File: src/hdl/nhpwl_pkg.sv
// ----------------------------------------------------------------------------
// nhpwl_pkg
// Types and constants shared by the wirelength accumulator modules.
// ----------------------------------------------------------------------------
package nhpwl_pkg;

  localparam int unsigned LOC_W   = 24;
  localparam int unsigned OFF_W   = 16;
  localparam int unsigned COORD_W = 28;
  localparam int unsigned LEN_W   = 29;
  localparam int unsigned TOTAL_W = 48;
  localparam int unsigned CFG_W   = 24;

  typedef enum logic [1:0] {
    CFG_CLAMP_ENABLE = 2'd0,
    CFG_X_LIMIT      = 2'd1,
    CFG_Y_LIMIT      = 2'd2
  } cfg_idx_t;

  typedef struct packed {
    logic [LOC_W-1:0]        cell_x;
    logic [LOC_W-1:0]        cell_y;
    logic [LOC_W-1:0]        cell_width;
    logic [LOC_W-1:0]        cell_height;
    logic signed [OFF_W-1:0] offset_x;
    logic signed [OFF_W-1:0] offset_y;
    logic                    is_terminal;
    logic                    last_pin_of_net;
    logic                    last_net;
  } in_t;

  typedef struct packed {
    logic [LEN_W-1:0]   net_length;
    logic [TOTAL_W-1:0] total_length;
    logic               design_done;
  } out_t;

  // pin point on its way into the bounding box
  typedef struct packed {
    logic signed [COORD_W-1:0] px;
    logic signed [COORD_W-1:0] py;
    logic                      last_pin;
    logic                      last_net;
  } pin_pt_t;

  // spans of a finished net
  typedef struct packed {
    logic [COORD_W-1:0] span_x;
    logic [COORD_W-1:0] span_y;
    logic               design_done;
  } span_t;

endpackage

File: src/hdl/nhpwl_coord.sv
// ----------------------------------------------------------------------------
// nhpwl_coord
// One axis of the pin point: optional clamp, half size, scaled Q1.15 offset.
// ----------------------------------------------------------------------------
module nhpwl_coord (
  input  logic [nhpwl_pkg::LOC_W-1:0]          loc,
  input  logic [nhpwl_pkg::LOC_W-1:0]          size,
  input  logic signed [nhpwl_pkg::OFF_W-1:0]   off,
  input  logic [nhpwl_pkg::LOC_W-1:0]          limit,
  input  logic                                 clamp,
  output logic signed [nhpwl_pkg::COORD_W-1:0] pt
);

  logic [nhpwl_pkg::LOC_W-1:0] loc_c;
  logic signed [40:0]          prod;
  logic [24:0]                 scaled;

  assign loc_c  = (clamp && (loc > limit)) ? limit : loc;
  assign prod   = off * $signed({1'b0, size});
  // arithmetic shift by 15, floor toward minus infinity
  assign scaled = prod[39:15];
  assign pt     = $signed({4'b0, loc_c} + {5'b0, size[23:1]} + {{3{scaled[24]}}, scaled});

endmodule

File: src/hdl/nhpwl_box.sv
// ----------------------------------------------------------------------------
// nhpwl_box
// Running bounding box of the current net and the span stage register.
// ----------------------------------------------------------------------------
module nhpwl_box (
  input  logic                clk,
  input  logic                rst_n,
  input  logic                pt_valid,
  input  nhpwl_pkg::pin_pt_t  pt,
  output logic                pt_ready,
  output logic                span_valid,
  output nhpwl_pkg::span_t    span,
  input  logic                span_ready
);

  logic signed [nhpwl_pkg::COORD_W-1:0] min_x_r, max_x_r, min_y_r, max_y_r;
  logic signed [nhpwl_pkg::COORD_W-1:0] min_x_nxt, max_x_nxt, min_y_nxt, max_y_nxt;
  logic signed [nhpwl_pkg::COORD_W-1:0] ext_min_x, ext_max_x, ext_min_y, ext_max_y;
  logic                                 has_r, has_nxt;
  logic                                 valid_r, valid_nxt;
  nhpwl_pkg::span_t                     span_r, span_nxt;
  logic                                 stage_rdy;
  logic                                 take;

  assign stage_rdy = !valid_r || span_ready;
  // a pin that does not close its net never needs the span stage
  assign pt_ready  = !pt.last_pin || stage_rdy;
  assign take      = pt_valid && pt_ready;

  always_comb begin
    ext_min_x = (!has_r || (pt.px < min_x_r)) ? pt.px : min_x_r;
    ext_max_x = (!has_r || (pt.px > max_x_r)) ? pt.px : max_x_r;
    ext_min_y = (!has_r || (pt.py < min_y_r)) ? pt.py : min_y_r;
    ext_max_y = (!has_r || (pt.py > max_y_r)) ? pt.py : max_y_r;

    min_x_nxt = min_x_r;
    max_x_nxt = max_x_r;
    min_y_nxt = min_y_r;
    max_y_nxt = max_y_r;
    has_nxt   = has_r;
    span_nxt  = span_r;
    valid_nxt = span_ready ? 1'b0 : valid_r;

    if (take) begin
      if (pt.last_pin) begin
        min_x_nxt            = '0;
        max_x_nxt            = '0;
        min_y_nxt            = '0;
        max_y_nxt            = '0;
        has_nxt              = 1'b0;
        span_nxt.span_x      = ext_max_x - ext_min_x;
        span_nxt.span_y      = ext_max_y - ext_min_y;
        span_nxt.design_done = pt.last_net;
        valid_nxt            = 1'b1;
      end else begin
        min_x_nxt = ext_min_x;
        max_x_nxt = ext_max_x;
        min_y_nxt = ext_min_y;
        max_y_nxt = ext_max_y;
        has_nxt   = 1'b1;
      end
    end
  end

  always_ff @(posedge clk) begin
    if (!rst_n) begin
      min_x_r <= '0;
      max_x_r <= '0;
      min_y_r <= '0;
      max_y_r <= '0;
      has_r   <= 1'b0;
      valid_r <= 1'b0;
    end else begin
      min_x_r <= min_x_nxt;
      max_x_r <= max_x_nxt;
      min_y_r <= min_y_nxt;
      max_y_r <= max_y_nxt;
      has_r   <= has_nxt;
      valid_r <= valid_nxt;
    end
    span_r <= span_nxt;
  end

  assign span_valid = valid_r;
  assign span       = span_r;

endmodule

File: src/hdl/nhpwl_total.sv
// ----------------------------------------------------------------------------
// nhpwl_total
// Net length stage, saturating running total and the result register.
// ----------------------------------------------------------------------------
module nhpwl_total (
  input  logic              clk,
  input  logic              rst_n,
  input  logic              span_valid,
  input  nhpwl_pkg::span_t  span,
  output logic              span_ready,
  output logic              out_valid,
  output nhpwl_pkg::out_t   out_data,
  input  logic              out_ready
);

  logic                              len_v_r, len_v_nxt;
  logic [nhpwl_pkg::LEN_W-1:0]       len_r, len_nxt;
  logic                              done_r, done_nxt;
  logic [nhpwl_pkg::TOTAL_W-1:0]     sum_r, sum_nxt;
  logic                              out_valid_r, out_valid_nxt;
  nhpwl_pkg::out_t                   out_r, out_nxt;
  logic [nhpwl_pkg::TOTAL_W:0]       sum_wide;
  logic [nhpwl_pkg::TOTAL_W-1:0]     sum_sat;
  logic                              out_rdy;
  logic                              move;

  assign out_rdy    = !out_valid_r || out_ready;
  assign span_ready = !len_v_r || out_rdy;
  assign move       = len_v_r && out_rdy;

  assign sum_wide = {1'b0, sum_r} + {20'b0, len_r};
  assign sum_sat  = sum_wide[nhpwl_pkg::TOTAL_W] ? '1 : sum_wide[nhpwl_pkg::TOTAL_W-1:0];

  always_comb begin
    len_v_nxt     = out_rdy ? 1'b0 : len_v_r;
    len_nxt       = len_r;
    done_nxt      = done_r;
    sum_nxt       = sum_r;
    out_valid_nxt = out_ready ? 1'b0 : out_valid_r;
    out_nxt       = out_r;

    if (span_valid && span_ready) begin
      len_v_nxt = 1'b1;
      len_nxt   = {1'b0, span.span_x} + {1'b0, span.span_y};
      done_nxt  = span.design_done;
    end

    if (move) begin
      out_valid_nxt        = 1'b1;
      out_nxt.net_length   = len_r;
      out_nxt.total_length = sum_sat;
      out_nxt.design_done  = done_r;
      // total restarts after the design's last net
      sum_nxt              = done_r ? '0 : sum_sat;
    end
  end

  always_ff @(posedge clk) begin
    if (!rst_n) begin
      len_v_r     <= 1'b0;
      sum_r       <= '0;
      out_valid_r <= 1'b0;
    end else begin
      len_v_r     <= len_v_nxt;
      sum_r       <= sum_nxt;
      out_valid_r <= out_valid_nxt;
    end
    len_r  <= len_nxt;
    done_r <= done_nxt;
    out_r  <= out_nxt;
  end

  assign out_valid = out_valid_r;
  assign out_data  = out_r;

endmodule

File: src/hdl/netlist_hpwl_accumulator_unit.sv
// ----------------------------------------------------------------------------
// netlist_hpwl_accumulator_unit
// Half-perimeter wirelength of a pin stream, per net and as a running total.
// ----------------------------------------------------------------------------
// Pins arrive on the in_ channel (valid/ready), net by net; last_pin_of_net
// closes a net and last_net with it closes the design. Each closed net gives
// one transfer on the out_ channel with the net's x plus y span, the
// saturating total so far, and design_done. Other pins give no result.
// The cfg_ channel writes clamp_enable, x_limit and y_limit and is always
// ready. The user writes it only while the block is idle; it is not enforced.
// One pin per cycle is accepted while in_ready stays high. The point math
// sits in the point stage, the bounding box compare loop in the span stage,
// then the net length stage and the total add into the result register. The
// one-cycle rate is set by the box min/max feedback loop.
// Reset clears the box, the total, all stage valids and the registers to
// their defaults (clamping off, limits all ones).
// When out_ready stays low the result register holds and the stages behind
// it fill up; in_ready drops once no stage can move, and pins that do not
// close a net keep flowing into the box while the span stage waits.
// ----------------------------------------------------------------------------
module netlist_hpwl_accumulator_unit (
  input  logic                         clk,
  input  logic                         rst_n,
  input  logic                         in_valid,
  output logic                         in_ready,
  input  nhpwl_pkg::in_t               in_data,
  output logic                         out_valid,
  input  logic                         out_ready,
  output nhpwl_pkg::out_t              out_data,
  input  logic                         cfg_valid,
  output logic                         cfg_ready,
  input  logic [1:0]                   cfg_index,
  input  logic [nhpwl_pkg::CFG_W-1:0]  cfg_data
);

  logic                           clamp_en_r, clamp_en_nxt;
  logic [nhpwl_pkg::LOC_W-1:0]    x_limit_r, x_limit_nxt;
  logic [nhpwl_pkg::LOC_W-1:0]    y_limit_r, y_limit_nxt;

  logic                           in_v_r, in_v_nxt;
  nhpwl_pkg::in_t                 in_r, in_nxt;
  logic                           pt_v_r, pt_v_nxt;
  nhpwl_pkg::pin_pt_t             pt_r, pt_nxt;
  logic                           pt_ready;
  logic                           pt_rdy;
  logic                           clamp;
  logic signed [nhpwl_pkg::COORD_W-1:0] px, py;

  logic                           span_valid;
  nhpwl_pkg::span_t               span;
  logic                           span_ready;

  assign cfg_ready = 1'b1;

  always_comb begin
    clamp_en_nxt = clamp_en_r;
    x_limit_nxt  = x_limit_r;
    y_limit_nxt  = y_limit_r;
    if (cfg_valid && cfg_ready) begin
      unique case (cfg_index)
        nhpwl_pkg::CFG_CLAMP_ENABLE: clamp_en_nxt = cfg_data[0];
        nhpwl_pkg::CFG_X_LIMIT:      x_limit_nxt  = cfg_data;
        nhpwl_pkg::CFG_Y_LIMIT:      y_limit_nxt  = cfg_data;
        default: begin
        end
      endcase
    end
  end

  // stage handshake
  assign pt_rdy   = !pt_v_r || pt_ready;
  assign in_ready = !in_v_r || pt_rdy;

  assign clamp = clamp_en_r && in_r.is_terminal;

  nhpwl_coord u_coord_x (
    .loc   (in_r.cell_x),
    .size  (in_r.cell_width),
    .off   (in_r.offset_x),
    .limit (x_limit_r),
    .clamp (clamp),
    .pt    (px)
  );

  nhpwl_coord u_coord_y (
    .loc   (in_r.cell_y),
    .size  (in_r.cell_height),
    .off   (in_r.offset_y),
    .limit (y_limit_r),
    .clamp (clamp),
    .pt    (py)
  );

  always_comb begin
    in_v_nxt = pt_rdy ? 1'b0 : in_v_r;
    in_nxt   = in_r;
    pt_v_nxt = pt_rdy ? in_v_r : pt_v_r;
    pt_nxt   = pt_r;
    if (in_valid && in_ready) begin
      in_v_nxt = 1'b1;
      in_nxt   = in_data;
    end
    if (in_v_r && pt_rdy) begin
      pt_nxt.px       = px;
      pt_nxt.py       = py;
      pt_nxt.last_pin = in_r.last_pin_of_net;
      pt_nxt.last_net = in_r.last_net;
    end
  end

  always_ff @(posedge clk) begin
    if (!rst_n) begin
      clamp_en_r <= 1'b0;
      x_limit_r  <= '1;
      y_limit_r  <= '1;
      in_v_r     <= 1'b0;
      pt_v_r     <= 1'b0;
    end else begin
      clamp_en_r <= clamp_en_nxt;
      x_limit_r  <= x_limit_nxt;
      y_limit_r  <= y_limit_nxt;
      in_v_r     <= in_v_nxt;
      pt_v_r     <= pt_v_nxt;
    end
    in_r <= in_nxt;
    pt_r <= pt_nxt;
  end

  nhpwl_box u_box (
    .clk        (clk),
    .rst_n      (rst_n),
    .pt_valid   (pt_v_r),
    .pt         (pt_r),
    .pt_ready   (pt_ready),
    .span_valid (span_valid),
    .span       (span),
    .span_ready (span_ready)
  );

  nhpwl_total u_total (
    .clk        (clk),
    .rst_n      (rst_n),
    .span_valid (span_valid),
    .span       (span),
    .span_ready (span_ready),
    .out_valid  (out_valid),
    .out_data   (out_data),
    .out_ready  (out_ready)
  );

endmodule

File: config.mk
export PLATFORM = sky130hd
export DESIGN_NAME = netlist_hpwl_accumulator_unit
export DESIGN_NICKNAME = d
export VERILOG_FILES = /design/src/hdl/nhpwl_pkg.sv /design/src/hdl/nhpwl_coord.sv /design/src/hdl/nhpwl_box.sv /design/src/hdl/nhpwl_total.sv /design/src/hdl/netlist_hpwl_accumulator_unit.sv
export SDC_FILE = /design/constraint.sdc
export NUM_CORES = 2
export LEC_CHECK = 0
export BUFFER_PORTS_ARGS = -buffer_cell sky130_fd_sc_hd__buf_2
export CORE_AREA = 4 4 305 307
export CTS_BUF_LIST = sky130_fd_sc_hd__clkbuf_4 sky130_fd_sc_hd__clkbuf_8
export CTS_CLUSTER_DIAMETER = 150
export DETAILED_ROUTE_END_ITERATION = 16
export DIE_AREA = 0 0 309 311
export HOLD_SLACK_MARGIN = 0.15
export PLACE_DENSITY = 0.81
export SYNTH_ARGS = -nofsm -noshare
export SYNTH_HDL_FRONTEND = slang
export SYNTH_SLANG_ARGS = --single-unit
File: constraint.sdc
create_clock -name clk -period 11.7 [get_ports clk]
set_clock_uncertainty 0.2 [all_clocks]
set_input_delay 2.925 -clock clk [delete_from_list [all_inputs] [get_ports clk]]
set_output_delay 2.925 -clock clk [all_outputs]
set_load 0.02 [all_outputs]
After elaboration in Yosys (flattened, before gate mapping)
Cells that the tools add are included.
- output and inout port bits: 81
- word-level logic and storage cells: 108
- flip-flop bits (word level): 569
- multiplexer cells: 22
- $add $sub $neg: 8
- reduce and logical (&&, ||, !) cells: 33
- magnitude comparators: 6
- multiply operators: 2
- equal/unequal tests: 2
- operators by type and width (cell ; count):
    two-way mux 28 bit ; 8
    two-way mux 48 bit ; 2
    multiplier 16 x 25 -> 40 bit ; 2
    adder 28 bit ; 2
    greater-than comparator 28 bit ; 2
    less-than comparator 28 bit ; 2
    subtractor 28 bit ; 2
    adder 24 x 23 -> 25 bit ; 2
    adder 48 x 29 -> 49 bit ; 1
    greater-than comparator 24 bit ; 2
    two-way mux 24 bit ; 2
    adder 28 x 28 -> 29 bit ; 1
    logical OR 1 bit ; 10
    two-way mux 1 bit ; 10
    logical AND 1 bit ; 8
    AND reduction 2 bit ; 4
    logical NOT 1 bit ; 7
    nonzero test 2 bit ; 3
    == test 2 x 1 -> 1 bit, second input constant ; 1
    == test 2 bit, second input constant ; 1
    logical NOT 2 bit ; 1

Logic depth before layout (Yosys ltp)
- depth in word-level cells: 9
- mapped depth: 36
- mapped depth without buffers: 35

Modules after synthesis
A second synthesis with hierarchy kept.
- cells, all modules: 6415
- area total of the unflattened synthesis: 60008.8 µm²
- modules (own cells, without submodules) (module ; sequential area each (µm²) ; area each (µm²) ; cells an instance ; instances):
    nhpwl_coord at u_coord_y ; 0.0 ; 15426.0 ; 1868 ; 1
    nhpwl_coord at u_coord_x ; 0.0 ; 15337.2 ; 1815 ; 1
    nhpwl_box ; 3993.8 ; 12548.3 ; 1470 ; 1
    nhpwl_total ; 4244.1 ; 8859.7 ; 871 ; 1
    netlist_hpwl_accumulator_unit ; 6696.4 ; 7837.5 ; 391 ; 1

Worst setup path before layout
OpenSTA, ideal clock, no wires.
- path type: reg-to-reg
- start: register in_r[64] (netlist bit)
- end: register pt_r[56] (netlist bit), data pin
- slack: 3.305 ns
- stages on the path, launching flop included: 34
- arrival time: 7.934 ns
- data required time: 11.239 ns
- path buffers: 1
- cell sequence: edfxtp_1 -> clkbuf_1 -> and2_1 -> fa_1 -> inv_1 -> fa_1 -> fa_1 -> fa_1 -> inv_1 -> fa_1 -> inv_1 -> fa_1 -> inv_1 -> ha_1 -> and4_1 -> a221o_1 -> o21ai_2 -> nand2_1 -> o21a_1 -> o21ai_0 -> nand2b_1 -> a21oi_1 -> xnor2_1 -> ha_1 -> nor2b_1 -> o21a_1 -> a31o_2 -> o41ai_2 -> o211a_1 -> o21ai_1 -> a22o_1 -> a221o_1 -> a21oi_1 -> xnor2_1
- cells in the longest elaborated chain, start to end: 2
- ends and longest elaborated chain (element ; RTL line ; text):
    start, declared ; netlist_hpwl_accumulator_unit.sv:41 ; nhpwl_pkg::in_t in_r, in_nxt;
    start signal, assigned ; netlist_hpwl_accumulator_unit.sv:125 ; in_r <= in_nxt;
    multiplier 16 x 25 -> 40 bit or adder 24 x 23 -> 25 bit (tied branches) ; nhpwl_coord.sv:19, nhpwl_coord.sv:22 ;
    adder 28 bit (*) ; nhpwl_coord.sv:22 ; assign pt = $signed({4'b0, loc_c} + {5'b0, size[23:1]} + {{3{scaled[24]}}, scaled});
    net px, one bit ; netlist_hpwl_accumulator_unit.sv:47 ; logic signed [nhpwl_pkg::COORD_W-1:0] px, py;
    end signal, assigned ; netlist_hpwl_accumulator_unit.sv:126 ; pt_r <= pt_nxt;
    end, declared ; netlist_hpwl_accumulator_unit.sv:43 ; nhpwl_pkg::pin_pt_t pt_r, pt_nxt;
Mark *: on every way through the listed nets, which the timed path passes. The rest lies on a longest branch.
A chain may end at the register's enable or synchronous reset.

Worst setup path in the final report
- start: register in_r[4] (netlist bit)
- end: register pt_r[26] (netlist bit), data pin
- cells in the longest elaborated chain, start to end: 2
- ends and longest elaborated chain (element ; RTL line ; text):
    multiplier 16 x 25 -> 40 bit ; nhpwl_coord.sv:19 ; assign prod = off * $signed({1'b0, size});
    adder 28 bit ; nhpwl_coord.sv:22 ;
    net py, one bit ; netlist_hpwl_accumulator_unit.sv:47 ;
The timed path passes the listed nets, and every way through them passes these cells.

==> out/summary.txt <==
Finish-stage setup viols - 0
Initial Utilization - 0.647
area grow syn2layout - 7.53%
DR vias/cell - 5.95
post-synthesis cell area - 58200 sq um
clk buf depth - 3
Crit. End Element - flip-flop
Cell variety after synth - 92
row count - 110
Net count, final - 7614
sequential-to-total area share from yosys stat - 0.257
I/O pin cnt - 243
Synthesis Warnings - 0
root buf cell - clkbuf_8
min cycle time layout - 9.45 ns
Slowest cell on crit path - edfxtp_1
Die Footprint - 96100 sq um
largest net degree at the start of global routing - 94
Final Hold Fails - 0
antenna-violating nets left - 0
CP most frequent cell - fa_1
share of cells above drive strength 1 - 0.0981
TritonCTS clock tree - yes
CP bufs+invs - 3
CP Data Arrival Time - 9.77 ns
initial antenna violation count - 7
post-DP HPWL - 113000 um
post-CTS setup repair buffer count - 0
status - complete, no violations
Req. time, crit path - 12.02 ns
CP Max Fanout - 24
family with the most delay on the worst path - adder cells
Synthesized Nets - 7455
Post-Syn Area per Cell - 9.62 sq um
Setup CP Type - reg -> reg
Worst-Margin Slew - 1.29 ns
Post-synth EDFFs - 354
CTS clock-pin slew for the worst setup and hold paths - 0.07 ns
first-pass GRT wire length - 236000 um
Core Footprint - 90000 sq um
CTS Hold Bufs - 0
Post-Place Setup Slack - 2.38 ns
RSZ-0062 raised after global routing - false
fmax - 106 MHz
IO Port Bufs - 241
1st-iter DRT viols - 4074
ys async rst share - 0
Final period util - 0.808
startpoint types - flip-flop
fillers - 6746
CTS Sinks - 569
multi-input logic area - 38700 sq um
mean routed wirelength per cell - 19.7 um
Die Ht - 311 um
Synth Register Bits - 569
insertion delay to the later sink of the worst-skew pair - 0.80 ns
DRC - 0
vias in the first global route - 45000
setup ws final - 2.25 ns
min-delay src - in_r[1]$_DFFE_PP_
critical path's largest stage delay - 0.85 ns
CP startpoint - in_r[4]$_DFFE_PP_
GRT overflow - 0
Final GP Congestion - 0.962
min-delay worst type - reg -> reg
Final Slew Violations - 0
max-cap violation count - 0
Setup TNS - 0 ns
gr usage total - 0.307
die outline width - 309 um
RR Startpoint - in_r[4]$_DFFE_PP_
Reg area - 14900 sq um
Routed WL - 147000 um
DRT Pass-1 Iters - 6
Main synth FF type - edfxtp_1
Slew HR - 0.143
number of cells upsized or downsized after cts - 0
routed via count - 44500
Post-Synthesis Cells - 6048
H-Tree Depth - 3
CTS buffer count - 99
-- worst register-to-register path: cells and delay by family (launching register included) --
family	cells	cell delay, ns
buffers and inverters	3	0.14
AND/OR/NAND/NOR	3	0.55
adder cells (fa/ha/maj)	8	3.66
AO/OA/AOI/OAI	15	3.55
flip-flops	1	0.85
XOR/XNOR	2	0.23
-- cells by family after synthesis --
group / synth area share
XOR/XNOR: 0.0346
other: 0.0000644
AND/OR/NAND/NOR: 0.140
adder cells (fa/ha/maj): 0.347
flip-flops: 0.257
buffers and inverters: 0.0792
multiplexers: 0.0216
AO/OA/AOI/OAI: 0.121
-- Yosys cell counts, types with 62 or more instances --
cell	count	share of area
dfxtp_1	215	0.074
clkbuf_1	182	0.012
a21o_1	147	0.019
nor2b_1	109	0.012
nor3_1	64	0.0055
o21ai_0	126	0.011
inv_1	996	0.064
a21oi_1	266	0.023
mux2_2	102	0.020
nand2_1	596	0.038
xnor2_1	159	0.024
nor2_1	258	0.017
xor2_1	62	0.0093
edfxtp_1	354	0.18
and2_1	356	0.038
fa_1	618	0.21
ha_1	627	0.13
o21a_1	67	0.0086
-- area by class of cell --
cell class	instances	area share
diodes	2	0.0000800
clock inverters	41	0.00680
multi-input cells	4264	0.619
well taps	1176	0.0235
repair buffers	277	0.0236
inverters	996	0.0598
flip-flops and latches	569	0.239
clock buffers	145	0.0286
-- routing by layer --
| layer | global-route usage | routed length [um] |
|---|---|---|
| met3 | 0.0527 | 12300 |
| met4 | 0.110 | 5730 |
| met2 | 0.487 | 67200 |
| met5 | 0 | 0 |
| met1 | 0.427 | 61600 |
-- placed cells by master, fill, tap and decap left out, types with 32 or more instances in the layout --
cell and n:
nor3_1 64, nand4_1 56, clkbuf_8 112, o21a_1 67, dfxtp_1 215, o21ai_0 126
and3_1 33, a21o_1 147, clkbuf_4 33, a31oi_1 32, buf_2 240, edfxtp_1 354
nand2_1 595, ha_1 627, a21oi_1 266, nand3_1 56, o211ai_1 55, xor2_1 62
nor2_1 256, nand2b_1 56, inv_1 995, and2_1 355, xnor2_1 159, mux2_2 102
buf_4 37, fa_1 618, nor2b_1 107, a22oi_1 54
-- through the flow --
stage	hold WS (ns)	util	cell area, sq um	std cells
finish	0.211	0.695	62600	7470
global route	0.228	0.695	62600	7470
CTS	0.215	0.695	62600	7468
detailed placement	0.218	0.671	60400	7282
global placement	0.203	0.671	60400	7282
floorplan	0.200	-	58200	6048
-- flip-flops by register name (all words and copies together), names as in the netlist, 24 cells and up --
| register | count |
|---|---|
| u_box.span | 57 |
| u_box.max_y_r | 28 |
| y_limit_r | 24 |
| u_total.out_data | 78 |
| u_total.len_r | 29 |
| u_box.min_y_r | 28 |
| u_box.max_x_r | 28 |
| in_r | 131 |
| x_limit_r | 24 |
| pt_r | 58 |
| u_total.sum_r | 48 |
| u_box.min_x_r | 28 |
-- final timing paths --
| kind | end | cells after the start | slack (ns) |
|---|---|---|---|
| max | pt_r[26]$_DFFE_PP_ | 31 | 2.25 |
| max reg2reg | pt_r[26]$_DFFE_PP_ | 31 | 2.25 |
| min | pt_r[1]$_DFFE_PP_ | 0 | 0.21 |
| min reg2reg | pt_r[1]$_DFFE_PP_ | 0 | 0.21 |
Power is not shown: default switching activity piles up to over one toggle a cycle in this logic, so the estimate is an artifact.
